### src/sv/sme_pkg.sv
// ----------------------------------------------------------------------------
// sme_pkg
// Shared types, codes and widths of the small matrix engine.
// ----------------------------------------------------------------------------
package sme_pkg;

	localparam int DIM_DEFAULT = 8;

	localparam int CFG_W     = 4;
	localparam int REG_IDX_W = 2;
	localparam int CMD_W     = 3;
	localparam int ELEM_W    = 3;
	localparam int VAL_W     = 32;
	localparam int DATA_W    = 40;
	localparam int Q_DEPTH   = 4;

	localparam logic [REG_IDX_W-1:0] REG_ROWS_A = 2'd0;
	localparam logic [REG_IDX_W-1:0] REG_COLS_A = 2'd1;
	localparam logic [REG_IDX_W-1:0] REG_ROWS_B = 2'd2;
	localparam logic [REG_IDX_W-1:0] REG_COLS_B = 2'd3;

	localparam logic [CMD_W-1:0] CMD_LOAD_A = 3'd0;
	localparam logic [CMD_W-1:0] CMD_LOAD_B = 3'd1;
	localparam logic [CMD_W-1:0] CMD_ADD    = 3'd2;
	localparam logic [CMD_W-1:0] CMD_SUB    = 3'd3;
	localparam logic [CMD_W-1:0] CMD_TR_A   = 3'd4;
	localparam logic [CMD_W-1:0] CMD_TR_B   = 3'd5;
	localparam logic [CMD_W-1:0] CMD_MUL    = 3'd6;

	typedef enum logic [2:0] {
		K_LOAD_A,
		K_LOAD_B,
		K_ADD,
		K_SUB,
		K_TR_A,
		K_TR_B,
		K_MUL,
		K_ERR
	} kind_t;

	typedef enum logic {
		SEQ_IDLE,
		SEQ_RUN
	} seq_state_t;

	typedef struct packed {
		kind_t              kind;
		logic [ELEM_W-1:0]  row;
		logic [ELEM_W-1:0]  col;
		logic [VAL_W-1:0]   value;
		logic [CFG_W-1:0]   nr;
		logic [CFG_W-1:0]   nc;
		logic [CFG_W-1:0]   nk;
	} q_entry_t;

endpackage

### src/sv/sme_fifo.sv
// ----------------------------------------------------------------------------
// sme_fifo
// Short command queue between the front end and the execution back end.
// ----------------------------------------------------------------------------
module sme_fifo (
	input  logic              clk,
	input  logic              arst_n,
	input  logic              push,
	input  sme_pkg::q_entry_t push_data,
	output logic              full,
	input  logic              pop,
	output sme_pkg::q_entry_t pop_data,
	output logic              empty
);
	import sme_pkg::*;

	localparam int PTR_W = (Q_DEPTH > 1) ? $clog2(Q_DEPTH) : 1;

	q_entry_t           entries_q [Q_DEPTH];
	logic [PTR_W-1:0]   wr_ptr_q;
	logic [PTR_W-1:0]   rd_ptr_q;
	logic [PTR_W:0]     cnt_q;

	assign full     = (cnt_q == (PTR_W+1)'(Q_DEPTH));
	assign empty    = (cnt_q == '0);
	assign pop_data = entries_q[rd_ptr_q];

	always_ff @(posedge clk or negedge arst_n) begin
		if (!arst_n) begin
			wr_ptr_q <= '0;
			rd_ptr_q <= '0;
			cnt_q    <= '0;
		end else begin
			if (push) begin
				wr_ptr_q <= (wr_ptr_q == PTR_W'(Q_DEPTH - 1)) ? '0 : wr_ptr_q + 1'b1;
			end
			if (pop) begin
				rd_ptr_q <= (rd_ptr_q == PTR_W'(Q_DEPTH - 1)) ? '0 : rd_ptr_q + 1'b1;
			end
			if (push && !pop) begin
				cnt_q <= cnt_q + 1'b1;
			end else if (pop && !push) begin
				cnt_q <= cnt_q - 1'b1;
			end
		end
	end

	always_ff @(posedge clk) begin
		if (push) begin
			entries_q[wr_ptr_q] <= push_data;
		end
	end

endmodule

### config.mk
export PLATFORM = sky130hd
export DESIGN_NAME = sme_fifo
export DESIGN_NICKNAME = d
export VERILOG_FILES = /design/src/sv/sme_pkg.sv /design/src/sv/sme_fifo.sv
export SDC_FILE = /design/constraint.sdc
export NUM_CORES = 1
export LEC_CHECK = 0
export BUFFER_PORTS_ARGS = -buffer_cell sky130_fd_sc_hd__buf_2
export CORE_MARGIN = 1
export CORE_UTILIZATION = 50
export CTS_CLUSTER_DIAMETER = 200
export DETAILED_ROUTE_END_ITERATION = 10
export GPL_ROUTABILITY_DRIVEN = 0
export PLACE_DENSITY = 0.72
export SKIP_LAST_GASP = 1
export SLEW_MARGIN = 20
export SYNTH_ARGS = -nofsm -noshare
export SYNTH_HDL_FRONTEND = slang
export SYNTH_SLANG_ARGS = --single-unit
export TNS_END_PERCENT = 30
### constraint.sdc
create_clock -name clk -period 4.9 [get_ports clk]
set_input_delay 0.245 -clock clk [delete_from_list [all_inputs] [get_ports clk]]
set_output_delay 0.245 -clock clk [all_outputs]
set_load 0.03 [all_outputs]
Word-level counts from Yosys, hierarchy flattened
Memory sizes are Yosys's and may differ from the RTL's.
Cells that the tools add are included.
{"block": "totals", "reg_bits": 7, "latch_bits": 0, "ramBits": 212, "rom_bits": 0, "inputBits": 57, "out_inout_bits": 55, "wordCells": 23, "memories": 1}
{"block": "classes", "n_addsub": 4, "mul": 0, "n_div": 0, "n_lt_le_gt_ge": 0, "n_eq_ne": 3, "shift": 0, "mux": 6, "n_bitwise": 0, "reduce_logical": 6}
{"name": "entries_q", "words": 4, "word_bits": 53, "rd": 1, "rd_clocked_by_memory_dff": 0, "wr": 1, "line_no": "sme_fifo.sv:19", "source": "q_entry_t entries_q [Q_DEPTH];"}
{"cell": "3-bit two-way mux", "count": 2}
{"cell": "2-bit by 1-bit adder with 2-bit output (second input constant)", "count": 2}
{"cell": "2-bit == test (second input constant)", "count": 2}
{"cell": "2-bit two-way mux", "count": 2}
{"cell": "3-bit by 1-bit adder with 3-bit output (second input constant)", "count": 1}
{"cell": "3-bit == test (second input constant)", "count": 1}
{"cell": "3-bit logical NOT", "count": 1}
{"cell": "3-bit by 1-bit subtractor with 3-bit output (second input constant)", "count": 1}
{"cell": "1-bit logical AND", "count": 2}
{"cell": "1-bit logical NOT", "count": 2}
{"cell": "1-bit two-way mux", "count": 2}
{"cell": "2-bit nonzero test", "count": 1}

Longest topological paths before layout
{"block": "logic_depth", "ltp_word": 4, "depth_mapped": 7, "depth_no_buf": 7}

Worst setup path before layout
Ideal clock, no wire load.
{"block": "synth_path", "kind": "flip-flop to flip-flop", "start": "reg wr_ptr_q[0]", "end": "mem entries_q[0][0] in the netlist's numbering, enable pin", "arrival_ns": 1.883, "required_time_ns": 4.484, "slack_ns": 2.601, "path_stages_with_launch": 4, "path_buffers": 0, "synth_period_minus_slack_ns": 2.299, "path_cell_list": "dfrtp_1 inv_1 ha_1 and2_1"}
{"item": "start: declaration", "line_no": "sme_fifo.sv:20", "source": "logic [PTR_W-1:0] wr_ptr_q;"}
{"item": "start signal: assignment", "line_no": "sme_fifo.sv:35", "source": "wr_ptr_q <= (wr_ptr_q == PTR_W'(Q_DEPTH - 1)) ? '0 : wr_ptr_q + 1'b1;"}
{"item": "end: declaration", "line_no": "sme_fifo.sv:19"}
No word-level cell before the write port.

==> summary.txt <==
Synth
  – Synth top area cells: edfxtp_1 (78%), mux4_2 (13%), dfrtp_1 (2.2%)
  – Yosys warns: 0
  – Syn nets: 378
  – Largest family of logic cells by synthesized area: multiplexers
  – Main flop type after synthesis: edfxtp_1
  – Avg Inst Size Synth: 25.90 um2
  – Commonest cells in the netlist: edfxtp_1 (212), mux4_2 (48), dfrtp_1 (7)
  – Synth cell types: 19
  – Synth Area in Adders: 1.169%
  – Synth Area in XOR/XNOR: 0.3231%
  – Register area share after synthesis: 80.44%
  – Synthesis-stage register bit count: ~220
  – Synth Cell Area: 8132 um2
  – Compound-gate portion of the synthesized area: 0.1231%
  – Synthesized netlist cell count: 314
  – Post-synth top area share: 78.29%
  – Synth area leader: edfxtp_1
  – Multiplexer share of the synthesized area: between 10% and 20%
  – Synth Area in Simple Gates: 0.6924%
  – Post-synthesis async set-or-reset flop share: 3.196%
  – Most common cell in the netlist: edfxtp_1
  – Post-synth EDFFs: 212

STA
  – Worst setup margin: roughly 1900 ps
  – Worst-margin pin slew: roughly 740 ps
  – Period utilization: 60.87%
  – Max_slew headroom: between 50 and 60%
  – Final setup TNS: 0 ps
  – Clock Skew: 7.478 ps
  – Fmax: around 0.34 GHz
  – Final setup vio count: 0
  – Fin crit period: 2983 ps
  – Max Slew Vio Count: 0
  – RSZ-0062 raised after global routing: false
  – Hold Fails Final Rpt: 0

Setup path
  – CP startpoint kind: register
  – Slowest-stage cell, CP: dfrtp_4
  – Critical-path cell list: buf_4, mux4_1, buf_2
  – Crit. Startpoint: rd_ptr_q[0]$_DFFE_PN0P_
  – R2r startpoint: wr_ptr_q[0]$_DFFE_PN0P_
  – CP max stage delay: 920 ps
  – Arrival time of the worst setup path: roughly 2700 ps
  – Crit end category: output port
  – Crit Path Category: register to output port
  – Worst EP required: approximately 4700 ps
  – Max Fanout on Critical Path: 38

Detailed routing
  – 1st-pass router iterations: 4
  – Drt drc: 0
  – Post-DRT Antenna Nets: 0
  – DR vias: 3,818
  – Via density: 5.237
  – Wire length per cell: between 15 and 20 um
  – Final WL: between 10,000 and 15,000 um
  – Starting DRT DRC Count: 221

Min path
  – Hold Path Class: input port to register
  – Hold_sp: pop

Pwr
  – P_sw: approximately 2 mW
  – Pleak: between 3 and 4 nW
  – Sw Ratio: 32.86%
  – Maximum VDD drop: ~0.00037 V
  – Power per cell area: 597.0 nW/um2
  – Seq pwr share: 43.3%
  – Clk pwr share: 25.7%
  – Logic gate share of total power: 31.0%
  – P_int: roughly 4.0 mW

Layout
  – P&R area growth vs syn: 24.00%
  – Non-filler instance count after layout: 729
  – Layout cell share with drive strength beyond 1: 39.45%
  – Nets: 561
  – Fillers: 1,129
  – Final instance area: 10,080 um2

Placement
  – Port Buffer Count: roughly 110
  – Post-detail-place hpwl: 8072 um
  – Post-DP Area: around 8900 um2
  – Placed insts: 635
  – Post-Place Worst Slack: 2359 ps

Clock tree
  – TritonCTS Buffers: 22
  – Later-pin clock latency in the skew report: 490 ps
  – CTS tree: built
  – Root Buffer: clkbuf_16
  – H-tree depth: 1
  – Max clock buf depth: 3
  – Register clock-pin slew on the reported worst setup and hold paths: roughly 60 ps
  – Clock tree sinks: 219

Global routing
  – Vias in the first global route: a little over 4,000
  – GRT Total Usage: between 10% and 20%
  – Initial antenna violation count: 1
  – First-pass GRT wire length: 21,610 um
  – Pin count of the biggest net entering global routing: 39
  – Remaining Overflow, GRT: 0

Flow run
  – Max-cap violations: 0

Floorplanning
  – Die H: 129.5 um
  – Core box area: 15,890 um2
  – Rows: 46
  – Die area: 16,780 um2
  – Initial Util: about half
  – Die X-Extent: 129.5 um
  – I/O pins: 112

Status
  – Status: finished, final reports clean
metrics by stage:
step	power [mW]	hold WS (ps)	utilization, %
global route	6.288	72.72	63.48
floorplan	4.081	-50.59	-
global placement	4.472	81.03	55.84
detailed placement	4.526	85.24	55.84
CTS	6.097	50.77	63.46
finish	6.019	60.97	63.48
flip-flops by register name, summed over array words and instances (netlist names):
name / cells
entries_q: 212
rd_ptr_q: 2
cnt_q: 3
wr_ptr_q: 2
final timing paths:
check,endpoint,slack [ps],cells past startpoint
worst max register to register,entries_q[0][33]$_DFFE_PP_,2730,4
worst min-delay path,rd_ptr_q[0]$_DFFE_PN0P_,60,2
min in group asynchronous,wr_ptr_q[0]$_DFFE_PN0P_,120,2
worst max-delay path,pop_data[44],1920,3
worst min register to register,cnt_q[2]$_DFFE_PN0P_,510,1
max in group asynchronous,rd_ptr_q[0]$_DFFE_PN0P_,4600,2
power groups by stage:
stage	sequential [mW]	combinational, mW	clock [mW]
3_5_place_dp	2.66	1.87	0
4_1_cts	2.62	1.91	1.57
5_1_grt	2.65	2.00	1.64
6_report	2.61	1.87	1.55
3_3_place_gp	2.64	1.83	0
2_1_floorplan	2.51	1.57	0
cell usage in the layout (no fill, tap or decap):
master         count
and2_2             4
buf_2            111
mux4_1             5
nor3_1             1
mux4_2            48
clkbuf_1           3
xor2_1             2
dfrtp_1            5
buf_4              6
dfrtp_2            1
clkinv_2           3
bufinv_16          1
xnor2_1            1
clkinv_1           8
nor2_1             3
mux2_2             3
edfxtp_1         212
nor3b_1            1
diode_2            1
inv_1              4
fa_1               1
o21ai_0            2
nand2_1            2
dlygate4sd3_1     54
clkinvlp_4         1
clkbuf_16         23
ha_1               6
dfrtp_4            1
layer usage:
metal	vias to the layer above	wire length (um)	global-route usage, %
met4	0	147	4.856
met3	16	653	3.179
met1	1988	6179	22.57
met2	106	7015	30.39
li1	1708	-	-
met5	-	0	0
what timing repair did:
item,4_1_cts,5_1_grt
hold buffers,54,0
resized for setup,0,0
setup buffers,0,0
endpoints found under the hold margin,219,0
cell families after synthesis:
| group | count (synthesis) |
|---|---|
| buffers and inverters | 16 |
| AOI/OAI and AO/OA | 2 |
| adders and majority gates | 7 |
| DFF | 219 |
| xor gates and xnor gates | 3 |
| and+or+nand+nor | 11 |
| muxes | 56 |
layout make-up:
cell class | instances | area [um2] | share of cell area, %
sequential | 219 | 6546 | 64.92
clock inverter | 13 | 82.58 | 0.8190
timing repair buffer | 171 | 1141 | 11.32
multi-input combinational | 79 | 1439 | 14.27
clock buffer | 26 | 586.8 | 5.820
inverter | 4 | 15.01 | 0.1489
tap | 216 | 270.3 | 2.680
antenna | 1 | 2.502 | 0.02482
worst max-delay path: cells and delay by family, from the launching register on:
family / cells / cell delay (ps)
DFF: 1 / 920
buffers and inverters: 2 / 680
muxes: 1 / 640
No activity file was read; power rests on OpenSTA's default activity.
