`src/sv/sme_pkg.sv`:
```
// ----------------------------------------------------------------------------
// sme_pkg
// Shared types, codes and widths of the small matrix engine.
// ----------------------------------------------------------------------------
package sme_pkg;

	localparam int DIM_DEFAULT = 8;

	localparam int CFG_W     = 4;
	localparam int REG_IDX_W = 2;
	localparam int CMD_W     = 3;
	localparam int ELEM_W    = 3;
	localparam int VAL_W     = 32;
	localparam int DATA_W    = 40;
	localparam int Q_DEPTH   = 4;

	localparam logic [REG_IDX_W-1:0] REG_ROWS_A = 2'd0;
	localparam logic [REG_IDX_W-1:0] REG_COLS_A = 2'd1;
	localparam logic [REG_IDX_W-1:0] REG_ROWS_B = 2'd2;
	localparam logic [REG_IDX_W-1:0] REG_COLS_B = 2'd3;

	localparam logic [CMD_W-1:0] CMD_LOAD_A = 3'd0;
	localparam logic [CMD_W-1:0] CMD_LOAD_B = 3'd1;
	localparam logic [CMD_W-1:0] CMD_ADD    = 3'd2;
	localparam logic [CMD_W-1:0] CMD_SUB    = 3'd3;
	localparam logic [CMD_W-1:0] CMD_TR_A   = 3'd4;
	localparam logic [CMD_W-1:0] CMD_TR_B   = 3'd5;
	localparam logic [CMD_W-1:0] CMD_MUL    = 3'd6;

	typedef enum logic [2:0] {
		K_LOAD_A,
		K_LOAD_B,
		K_ADD,
		K_SUB,
		K_TR_A,
		K_TR_B,
		K_MUL,
		K_ERR
	} kind_t;

	typedef enum logic {
		SEQ_IDLE,
		SEQ_RUN
	} seq_state_t;

	typedef struct packed {
		kind_t              kind;
		logic [ELEM_W-1:0]  row;
		logic [ELEM_W-1:0]  col;
		logic [VAL_W-1:0]   value;
		logic [CFG_W-1:0]   nr;
		logic [CFG_W-1:0]   nc;
		logic [CFG_W-1:0]   nk;
	} q_entry_t;

endpackage

```
`src/sv/sme_front.sv`:
```
// ----------------------------------------------------------------------------
// sme_front
// Shape registers, command intake and classification into queue entries.
// ----------------------------------------------------------------------------
module sme_front #(
	parameter int DIM = sme_pkg::DIM_DEFAULT
) (
	input  logic                           clk,
	input  logic                           arst_n,
	input  logic                           s_tvalid,
	output logic                           s_tready,
	input  logic [sme_pkg::CMD_W-1:0]      s_tuser,   // command
	input  logic [sme_pkg::DATA_W-1:0]     s_tdata,   // row, col, value
	input  logic                           cfg_we,
	input  logic [sme_pkg::REG_IDX_W-1:0]  cfg_addr,
	input  logic [sme_pkg::CFG_W-1:0]      cfg_wdata,
	input  logic                           fifo_full,
	output logic                           push,
	output sme_pkg::q_entry_t              push_data
);
	import sme_pkg::*;

	logic [CFG_W-1:0]  rows_a_q, cols_a_q, rows_b_q, cols_b_q;
	logic [CFG_W-1:0]  ra, ca, rb, cb;
	logic [ELEM_W-1:0] in_row, in_col;
	logic [VAL_W-1:0]  in_value;
	logic              keep;
	logic              in_range;

	function automatic logic [CFG_W-1:0] eff_dim(input logic [CFG_W-1:0] v);
		logic [CFG_W-1:0] r;
		if (v == '0) begin
			r = CFG_W'(1);
		end else if (32'(v) > DIM) begin
			r = CFG_W'(DIM);
		end else begin
			r = v;
		end
		return r;
	endfunction

	always_ff @(posedge clk or negedge arst_n) begin
		if (!arst_n) begin
			rows_a_q <= CFG_W'(8);
			cols_a_q <= CFG_W'(8);
			rows_b_q <= CFG_W'(8);
			cols_b_q <= CFG_W'(8);
		end else if (cfg_we) begin
			unique case (cfg_addr)
				REG_ROWS_A: rows_a_q <= cfg_wdata;
				REG_COLS_A: cols_a_q <= cfg_wdata;
				REG_ROWS_B: rows_b_q <= cfg_wdata;
				REG_COLS_B: cols_b_q <= cfg_wdata;
				default: ;
			endcase
		end
	end

	assign ra = eff_dim(rows_a_q);
	assign ca = eff_dim(cols_a_q);
	assign rb = eff_dim(rows_b_q);
	assign cb = eff_dim(cols_b_q);

	assign in_row   = s_tdata[ELEM_W-1:0];
	assign in_col   = s_tdata[2*ELEM_W-1:ELEM_W];
	assign in_value = s_tdata[2*ELEM_W+VAL_W-1:2*ELEM_W];
	assign in_range = (32'(in_row) < DIM) && (32'(in_col) < DIM);

	always_comb begin
		keep            = 1'b1;
		push_data.row   = in_row;
		push_data.col   = in_col;
		push_data.value = in_value;
		push_data.kind  = K_ERR;
		push_data.nr    = ra;
		push_data.nc    = ca;
		push_data.nk    = CFG_W'(1);
		unique case (s_tuser) inside
			CMD_LOAD_A, CMD_LOAD_B: begin
				keep           = in_range;
				push_data.kind = (s_tuser == CMD_LOAD_A) ? K_LOAD_A : K_LOAD_B;
			end
			CMD_ADD, CMD_SUB: begin
				if (ra == rb && ca == cb) begin
					push_data.kind = (s_tuser == CMD_ADD) ? K_ADD : K_SUB;
				end
			end
			CMD_TR_A: begin
				push_data.kind = K_TR_A;
				push_data.nr   = ca;
				push_data.nc   = ra;
			end
			CMD_TR_B: begin
				push_data.kind = K_TR_B;
				push_data.nr   = cb;
				push_data.nc   = rb;
			end
			CMD_MUL: begin
				if (ca == rb) begin
					push_data.kind = K_MUL;
				end
				push_data.nr = ra;
				push_data.nc = cb;
				push_data.nk = ca;
			end
			default: keep = 1'b0;
		endcase
	end

	assign s_tready = !fifo_full;
	assign push     = s_tvalid && !fifo_full && keep;

endmodule

```
`config.mk`:
```
export PLATFORM = sky130hd
export DESIGN_NAME = sme_front
export DESIGN_NICKNAME = d
export VERILOG_FILES = /design/src/sv/sme_pkg.sv /design/src/sv/sme_front.sv
export SDC_FILE = /design/constraint.sdc
export NUM_CORES = 1
export LEC_CHECK = 0
export BUFFER_PORTS_ARGS = -buffer_cell sky130_fd_sc_hd__clkbuf_2
export CORE_ASPECT_RATIO = 1.2
export CORE_UTILIZATION = 44
export DETAILED_ROUTE_END_ITERATION = 12
export PLACE_DENSITY = 0.84
export SKIP_LAST_GASP = 1
export SLEW_MARGIN = 15
export SYNTH_ARGS = -nofsm -noshare
export SYNTH_HDL_FRONTEND = slang
export SYNTH_SLANG_ARGS = --single-unit
```
`constraint.sdc`:
```
create_clock -name clk -period 4 [get_ports clk]
set_clock_uncertainty 0.15 [all_clocks]
set_input_delay 0.4 -clock clk [delete_from_list [all_inputs] [get_ports clk]]
set_output_delay 0.4 -clock clk [all_outputs]
set_load 0.02 [all_outputs]
```
* Word-level counts from Yosys, hierarchy flattened *
Cells that the tools add are included.
Widths: inputs -> output; s select.

word-level totals
  register bits after elaboration = 16
  output and inout port bits = 55

cells by class
  order comparisons = 4
  eq/ne operators = 12
  multiplexer cells = 16
  reduce and logical (&&, ||, !) cells = 17

operator list
  cell                number
  $mux 4              9
  $pmux 8 s3          1
  $gt 4x4->1 const B  4
  $logic_not 4->1     4
  $pmux 3 s5          1
  $eq 4x4->1          3
  $eq 3x3->1 const B  3
  $reduce_and 2->1    4
  $reduce_or 7->1     1
  $eq 3x2->1 const B  2
  $eq 2x2->1 const B  2
  $mux 1              4
  $reduce_or 2->1     2
  $eq 3x1->1 const B  1
  $logic_and 1x1->1   3
  $logic_not 3->1     1
  $mux 3              1
  $eq 2x1->1 const B  1
  $logic_not 2->1     1
  $logic_not 1->1     1

* Depth between registers and ports, before layout *
Gate-level depths: netlist of the first run.

  word-level depth = 7
  gate-level depth with buffers = 6
  depth with buffers taken out = 5

* Worst setup path after synthesis of the first run *
No wires, ideal clock.

  kind = flip-flop to output port
  start = register rows_a_q[3]
  end = output port push_data[50] in the netlist's numbering
  arrival = 1.474 ns
  required time = 3.450 ns
  path slack = 1.976 ns
  cell stages (with the launch flop) = 7
  buffers on the path = 1
  cells stage by stage = dfstp_2 -> buf_2 -> and2b_1 -> xor2_1 -> nor2_1 -> nand4_1 -> o31a_1

RTL lines
  item                    line             RTL
  start, declared         sme_front.sv:23  logic [CFG_W-1:0] rows_a_q, cols_a_q, rows_b_q, cols_b_q;
  start signal, assigned  sme_front.sv:50  REG_ROWS_A: rows_a_q <= cfg_wdata;
  end, declared           sme_front.sv:19  output sme_pkg::q_entry_t push_data

==> results of run 1 <==
==> tightest hold or removal path: stages <==
cell	delay, ns
clkbuf_2	0.12
nand2_1	0.05
o21ai_0	0.06
==> sequential cells by signal, indices dropped and copies added, names as in the netlist <==
signal	flops
cols_a_q	4
cols_b_q	4
rows_a_q	4
rows_b_q	4
==> layout make-up <==
class | count | share of cell area, %
Clock buffer | 3 | 1.66
Inverter | 6 | 1.66
Multi-Input combinational cell | 99 | 51.7
Sequential cell | 16 | 29.9
Tap cell | 36 | 3.32
Timing Repair Buffer | 31 | 11.8
==> placed cells by master, fill, tap and decap left out, types with 4 or more instances in the layout <==
| cell type | netlist | final |
|---|---|---|
| clkbuf_2 | 1 | 30 |
| mux2_2 | 16 | 16 |
| nand2_1 | 13 | 13 |
| dfrtp_1 | 12 | 12 |
| nor2_1 | 11 | 11 |
| o21ai_0 | 8 | 8 |
| xor2_1 | 6 | 6 |
| inv_1 | 6 | 6 |
| a21oi_1 | 4 | 4 |
| dfstp_2 | 4 | 4 |
==> power groups by stage <==
stage / registers [mW] / clock network (mW) / logic, mW
2_1_floorplan: 0.220 / 0 / 0.246
3_3_place_gp: 0.239 / 0 / 0.227
3_5_place_dp: 0.241 / 0 / 0.230
4_1_cts: 0.238 / 0.0833 / 0.232
5_1_grt: 0.245 / 0.0883 / 0.253
6_report: 0.239 / 0.0820 / 0.232
==> timing repair <==
| item | in CTS | in global routing |
|---|---|---|
| setup endpoints to repair | 0 | 0 |
| hold buffers | 1 | 0 |
| endpoints found under the hold margin | 12 | 0 |
| gates resized for setup | 0 | 0 |
==> metal layers <==
layer  up-vias  GRT usage, %
li1        511             -
met1       508          19.8
met2        50          27.7
met3        21          5.40
met4         0          11.9
met5         -             0
==> how the worst max path moves through the flow <==
stage	slack, ns	from	endpoint
floorplan	1.98	rows_a_q[3]	push_data[50]
global placement	1.80	s_tuser[1]	push_data[4]
detailed placement	1.77	s_tuser[1]	push_data[4]
CTS	1.52	rows_b_q[2]	push_data[50]
global route	1.41	cols_a_q[3]	push_data[50]
finish	1.50	cols_a_q[3]	push_data[50]
==> per-stage QoR <==
| stage | utilization, % | power, mW | cells |
|---|---|---|---|
| floorplan | - | 0.466 | 168 |
| global placement | 42.6 | 0.466 | 187 |
| detailed placement | 42.6 | 0.472 | 187 |
| CTS | 43.6 | 0.553 | 191 |
| global route | 43.6 | 0.587 | 191 |
| finish | 43.6 | 0.553 | 191 |
==> cell families after synthesis <==
kind of cell | after synthesis
buffers and inverters | 53
AND/OR/NAND/NOR | 43
AO/OA/AOI/OAI | 29
multiplexers | 18
flip-flops | 16
XOR/XNOR | 9
==> results.tsv, run 1 <==
stage	metric	value	unit
clocking	root_buffer	clkbuf_4	
final_layout	fillers	312	
placed_design	dpl_cell_area	0.00132	mm2
clocking	clock_latency	0.28	ns
routing	viasPerCell	5.71	
sta	relSlewSlack	54.2	%
yosys	yosys.cell_count.top_type	buf_4	
sta	fmax	399	MHz
sta	period_minus_slack	2.50	ns
pwr	swShare	38.3	%
final_layout	seq_area	405	um2
worst_hold_path	whs_endpoint	rows_a_q[2]	
final_layout	stdcell_area	0.00136	mm2
sta	timing.final.ws_setup	1.50	ns
sta	worst-slew-pin-transition	0.685	ns
yosys	synth-xor-area-share	5.43	%
global_route	antenna_found_initial	0	
critical_path	reg2reg_from	rows_b_q[3]	
worst_hold_path	hp-class	input port to register	
clocking	htreeDepth	1	
clocking	postCtsSetupRepairBufs	0	
yosys	synth_area_leaders	dfrtp_1 21%, buf_4 20%, mux2_2 12%	
pwr	p_int	0.341	mW
clocking	cts_max_path_buffers	2	
global_route	grt.total_usage	17.7	%
run_status	outcome	finished clean	
sta	finalSetupTns	0	ns
yosys	synth_top_area_cell	dfrtp_1	
clocking	numCtsBuffers	3	
routing	routedWlPerCell	15.7	um
sta	finalHoldViolations	0	
final_layout	num_antenna_cells	0	
placed_design	dp_hpwl	2470	um
critical_path	crit_family	flip-flops	
sta	final.period_utilization	62.6	%
yosys	synth_simple_gate_area_share	14.6	%
global_route	grt_pass1_wl	4600	um
worst_hold_path	worstHoldStart	cfg_wdata[2]	
floorplan	die_w	54.4	um
pwr	p_seq_share	43.2	%
yosys	ys_dominant_reg_cell	dfrtp_1	
global_route	grt_overflow	0	
routing	vias	1090	
yosys	synth_fa_ha_area_share	0	%
yosys	synthMuxAreaShare	13.8	%
pwr	power_switching	0.212	mW
critical_path	r2r_setup_slack	2.99	ns
yosys	syn_area_per_cell	8.64	um2
critical_path	arrival	1.95	ns
routing	drt-pass1-iter-count	4	
yosys	ys_top_cells_by_count	38 x buf_4, 16 x mux2_2, 13 x nand2_1, 12 x dfrtp_1, 11 x nor2_1	
yosys	syn-instance-count	168	
yosys	synth_compound_area_share	14.5	%
routing	antenna_left	0	
final_layout	area_growth	-6.55	%
floorplan	fp-row-count	22	
floorplan	coreArea	0.00311	mm2
clocking	clk_pin_slew	0.08	ns
pwr	pwr-share-clk	14.8	%
critical_path	crit_cells	6	
global_route	grt_pass1_vias	994	
placed_design	routabilityCongestion	0.904	
routing	met1Wirelength	1110	um
sta	maxSlewViolCount	0	
critical_path	crit_buf_inv	2	
critical_path	r2r_cells	1	
clocking	clock-sinks	16	
floorplan	ios	109	
yosys	syn_nets	222	
critical_path	critPathLaunchType	register	
clocking	cts_tree	yes	
routing	drt_iter0_drc	12	
pwr	p_leak	0.604	nW
critical_path	r2r-end	rows_b_q[3]	
critical_path	slowest_delay	0.60	ns
final_layout	multi_input_area	701	um2
routing	met2WireLength	1390	um
final_layout	drive_gt1_share	38.1	%
routing	drcViolationCount	0	
run	drv_cap	0	
pwr	irDropWorstVdd	216	uV
floorplan	die_h	64.9	um
critical_path	crit_required	3.45	ns
yosys	synth-async-reset-ratio	100	%
floorplan	start_util	46.7	%
routing	dr.max_layer_used	met4	
critical_path	slowest_stage	dfstp_2	
yosys	synth_warnings	0	
critical_path	end_kind	output pin	
critical_path	critPathKind	register to output pin	
yosys	ys_ff_latch	16	
final_layout	final_nets	211	
floorplan	fp.dieArea	0.00353	mm2
critical_path	crit_chain	inv_1 -> o21ai_2 -> xor2_1 -> nand4_1 -> o31a_1 -> clkbuf_2	
placed_design	io_buffers	30	
yosys	syn_area	0.00145	mm2
pwr	pwr-share-comb	42.0	%
yosys	synth_edf_count	0	
yosys	yosysUniqueCellTypes	38	
sta	whs	0.230	ns
placed_design	post-place-ws	1.77	ns
critical_path	cp_max_fo	8	
sta	setup_viol_count_final	0	
yosys	seq_area_frac_synth	27.9	%
yosys	synth_top_area_share	20.7	%
sta	rsz0062_at_grt	no	
yosys	synth_top_family_by_area	buffers and inverters	
pwr	powerDensity	407	mW/mm2
worst_hold_path	hold_path_depth	3	
routing	wl_met3	377	um
global_route	grt_max_degree	18	
routing	wirelength	3000	um
No activity file was read; power rests on OpenSTA's default activity.
==> run 2, diff against run 1 <==
- CORE_UTILIZATION: 44 -> 40
- PLACE_DENSITY: 0.84 -> 0.77
- clock period: 4 -> 2.35 ns (I/O delays scaled with it)
==> results.tsv, run 2 (synthesized netlist as in run 1, its figures left out) <==
stage	metric	value	unit
run	drv_cap	0	
global_route	grt_overflow	0	
placed_design	dp_hpwl	2680	um
routing	antenna_left	0	
floorplan	fp.dieArea	0.00387	mm2
floorplan	ios	109	
final_layout	area_growth	-4.31	%
routing	drt_iter0_drc	44	
clocking	htreeDepth	1	
clocking	clock-sinks	16	
sta	whs	0.0944	ns
critical_path	crit_required	1.97	ns
sta	worst-slew-pin-transition	0.703	ns
floorplan	start_util	42.7	%
final_layout	final_util	40.9	%
final_layout	drive_gt1_share	38.5	%
clocking	clk_pin_slew	0.06	ns
clocking	cts_max_path_buffers	2	
sta	maxSlewViolCount	0	
clocking	numCtsBuffers	3	
routing	vias	1071	
critical_path	critPathKind	register to output pin	
critical_path	crit_chain	and2b_1 -> xor2_1 -> nor2_1 -> nand4_1 -> o31a_1 -> clkbuf_2	
routing	viasPerCell	5.55	
clocking	root_buffer	clkbuf_8	
sta	period_minus_slack	2.30	ns
critical_path	critPathLaunchType	register	
global_route	grt.total_usage	16.3	%
critical_path	slowest_delay	0.59	ns
clocking	postCtsSetupRepairBufs	0	
critical_path	end_kind	output pin	
pwr	powerDensity	729	mW/mm2
global_route	antenna_found_initial	0	
final_layout	final_nets	211	
placed_design	routabilityCongestion	0.878	
routing	routedWlPerCell	16.7	um
critical_path	crit_family	flip-flops	
sta	final.period_utilization	97.8	%
placed_design	io_buffers	30	
global_route	grt_max_degree	18	
floorplan	die_w	57.0	um
critical_path	arrival	1.91	ns
run_status	outcome	complete, but fails checks	
run_status	violations	DRC	
routing	wirelength	3220	um
routing	drcViolationCount	24	
global_route	grt_pass1_vias	972	
worst_hold_path	hp-class	input port to register	
critical_path	r2r_setup_slack	1.34	ns
pwr	p_leak	0.613	nW
floorplan	fp-row-count	23	
floorplan	die_h	68.0	um
final_layout	final_common_cell	clkbuf_2	
routing	drt-pass1-iter-count	10	
clocking	clock_latency	0.24	ns
clocking	cts_tree	yes	
sta	rsz0062_at_grt	yes	
floorplan	coreArea	0.00340	mm2
pwr	irDropWorstVdd	386	uV
final_layout	final_cell_mix	30 x clkbuf_2, 16 x mux2_2, 13 x nand2_1	
final_layout	fillers	352	
critical_path	cp_max_fo	9	
sta	finalHoldViolations	0	
sta	fmax	435	MHz
sta	setup_viol_count_final	0	
global_route	grt_pass1_wl	4800	um
critical_path	slowest_stage	dfstp_2	
final_layout	num_antenna_cells	0	
critical_path	crit_buf_inv	1	
sta	relSlewSlack	53.1	%
[run 2: cell count changes in the layout (fill, tap and decap cells not counted)]
cell	change
clkbuf_4	-3
clkbuf_8	+3
clkbuf_1	+1
dfrtp_2	+1
o21ai_4	+1
dfrtp_1	-1
o21ai_2	-1
[run 2: worst min-delay path, cell delays in order]
cell and delay [ns]:
clkbuf_2 0.11, nand2_1 0.05, o21ai_0 0.06
[run 2: per-stage QoR]
| step | setup TNS (ns) | instance area, um2 | std cells | power [mW] | setup WS (ns) |
|---|---|---|---|---|---|
| finish | 0 | 1390 | 193 | 1.01 | 0.0517 |
| global route | -0.00292 | 1390 | 193 | 1.08 | -0.00292 |
| CTS | 0 | 1380 | 193 | 1.02 | 0.0345 |
| detailed placement | 0 | 1330 | 188 | 0.810 | 0.305 |
| global placement | 0 | 1330 | 188 | 0.802 | 0.311 |
| floorplan | 0 | 1450 | 168 | 0.794 | 0.491 |
[run 2: final timing paths]
check	depth (start not counted)	endpoint	start
max	6	push_data[50]	rows_a_q[3]
min	3	rows_a_q[2]	cfg_wdata[2]
max reg2reg	1	rows_b_q[3]	rows_b_q[3]
min reg2reg	1	cols_b_q[0]	cols_b_q[0]
max in group asynchronous	2	rows_b_q[3]	arst_n
min in group asynchronous	2	cols_b_q[0]	arst_n
[run 2: final cells by class]
| class | instances | area, um2 | area share, % |
|---|---|---|---|
| inverters | 6 | 22.5 | 1.62 |
| multi-input cells | 99 | 708 | 51.0 |
| well taps | 37 | 46.3 | 3.33 |
| flip-flops and latches | 16 | 407 | 29.3 |
| repair buffers | 31 | 160 | 11.5 |
| clock buffers | 4 | 45.0 | 3.24 |
[run 2: repair_timing]
action	in CTS	in global routing
setup endpoints to repair	0	1
resized for setup	0	2
hold buffers	1	0
endpoints found under the hold margin	12	0
[run 2: report_power, final]
group	internal [mW]	switching, mW
logic	0.185	0.215
clock network	0.120	0.0846
registers	0.340	0.0692
total	0.644	0.369
[run 2: metal layers]
layer	vias to the layer above	wire, um	GRT usage (%)
li1	513	-	-
met2	49	1650	29.6
met1	499	1130	16.3
met3	10	390	5.67
met4	0	52	9.15
met5	-	0	0
==> run 3, diff against run 2 <==
- clock period: 2.35 -> 2.15 ns (I/O delays scaled with it)
==> results.tsv, run 3 (synthesized netlist as in run 1, its figures left out) <==
stage	metric	value	unit
clocking	clock-sinks	16	
pwr	total_power	1.18	mW
critical_path	critPathKind	register to output pin	
final_layout	num_antenna_cells	0	
critical_path	cp_max_fo	4	
floorplan	coreArea	0.00340	mm2
floorplan	die_h	68.0	um
placed_design	routabilityCongestion	0.918	
critical_path	crit_required	1.78	ns
pwr	powerDensity	814	mW/mm2
pwr	p_seq_share	37.8	%
clocking	htreeDepth	1	
placed_design	dp_hpwl	2700	um
clocking	cts_max_path_buffers	2	
global_route	grt_pass1_vias	1026	
clocking	clock_latency	0.25	ns
floorplan	fp-row-count	23	
sta	period_minus_slack	2.27	ns
critical_path	slowest_delay	0.44	ns
global_route	grt_overflow	0	
global_route	antenna_found_initial	0	
pwr	p_int	0.757	mW
floorplan	start_util	42.7	%
pwr	power_switching	0.424	mW
sta	finalSetupTns	-0.173	ns
global_route	grt.total_usage	18.1	%
routing	routedWlPerCell	17.4	um
clocking	numCtsBuffers	3	
final_layout	stdcell_area	0.00145	mm2
clocking	root_buffer	clkbuf_8	
routing	wirelength	3450	um
pwr	pwr-share-clk	22.3	%
pwr	irDropWorstVdd	545	uV
critical_path	slowest_stage	dfrtp_2	
sta	setup_viol_count_final	2	
routing	viasPerCell	5.45	
sta	relSlewSlack	73.6	%
final_layout	seq_area	407	um2
routing	drcViolationCount	24	
critical_path	critPathLaunchType	register	
floorplan	die_w	57.0	um
final_layout	final_nets	217	
global_route	grt_max_degree	18	
routing	vias	1085	
final_layout	final_common_cell	clkbuf_2	
sta	final.period_utilization	106	%
worst_hold_path	hp-class	input port to register	
critical_path	crit_family	simple AND/OR/NAND/NOR gates	
placed_design	dpl_cell_area	0.00135	mm2
critical_path	end_kind	output pin	
global_route	grt_pass1_wl	5180	um
pwr	p_leak	0.651	nW
pwr	swShare	35.9	%
routing	drt_iter0_drc	48	
critical_path	crit_buf_inv	1	
final_layout	multi_input_area	708	um2
clocking	clk_pin_slew	0.06	ns
run_status	outcome	complete, but fails checks	
run_status	violations	DRC, setup timing	
sta	timing.final.ws_setup	-0.122	ns
critical_path	crit_chain	xor2_1 -> or3_1 -> a22oi_2 -> nand4_1 -> o31a_1 -> clkbuf_2	
floorplan	fp.dieArea	0.00387	mm2
floorplan	ios	109	
pwr	pwr-share-comb	39.9	%
sta	maxSlewViolCount	0	
sta	finalHoldViolations	0	
clocking	cts_tree	yes	
sta	rsz0062_at_grt	yes	
final_layout	area_growth	-0.0863	%
sta	fmax	440	MHz
routing	antenna_left	0	
routing	drt-pass1-iter-count	8	
placed_design	io_buffers	30	
critical_path	arrival	1.91	ns
sta	worst-slew-pin-transition	0.397	ns
final_layout	fillers	362	
run	drv_cap	0	
final_layout	final_cell_mix	29 x clkbuf_2, 16 x mux2_2, 13 x nand2_1	
final_layout	drive_gt1_share	41.4	%
[run 3: metal layers]
metal	track usage (%)	up-vias	part of all wire (%)
li1	-	526	-
met1	17.9	499	33
met2	32.6	47	52
met3	5.86	13	12
met4	11.9	0	2.7
met5	0	-	0
[run 3: layout make-up]
class,count,area share (%)
inverter,6,1.55
multi-input combinational,99,48.8
tap,37,3.19
sequential,16,28.0
timing repair buffer,37,14.6
clock buffer,4,3.80
[run 3: worst reg2reg max path, delay by kind of cell, from the launching register on]
kind                   cells  cell delay [ns]
DFF                        1             0.56
buffers and inverters      1             0.13
muxes                      1             0.14
[run 3: metrics by stage]
step | util, % | std cells | hold slack, ns | worst slack, ns
2_1_floorplan | - | 168 | -0.231 | 0.311
3_3_place_gp | 39.7 | 191 | -0.00196 | 0.136
3_5_place_dp | 39.7 | 191 | 0.00186 | 0.0949
4_1_cts | 42.3 | 199 | 0.0553 | -0.128
5_1_grt | 42.7 | 199 | 0.0883 | -0.214
6_report | 42.7 | 199 | 0.0649 | -0.122
[run 3: final timing paths]
kind	cells after the start	slack (ns)	start	endpoint
hold / removal	3	0.06	cfg_wdata[2]	rows_a_q[2]
max in group asynchronous	2	1.27	arst_n	rows_b_q[3]
min in group asynchronous	2	0.26	arst_n	rows_a_q[0]
setup / recovery	6	-0.12	rows_b_q[2]	push_data[50]
setup reg to reg	2	1.12	rows_a_q[3]	rows_a_q[3]
hold reg to reg	1	0.35	rows_b_q[0]	rows_b_q[0]
[run 3: power by group through the flow]
stage	Sequential, mW	Combinational [mW]	Clock, mW
after floorplan	0.409	0.458	0
after global placement	0.449	0.436	0
after detailed placement	0.453	0.442	0
after CTS	0.442	0.467	0.274
after global routing	0.454	0.514	0.282
final	0.446	0.472	0.263
[run 3: timing repair]
item / in CTS / in global routing
hold buffers: 1 / 0
setup buffers: 3 / 0
endpoints found under the hold margin: 12 / 0
pin swaps: 1 / 1
resized for setup: 1 / 4
setup endpoints to repair: 2 / 2
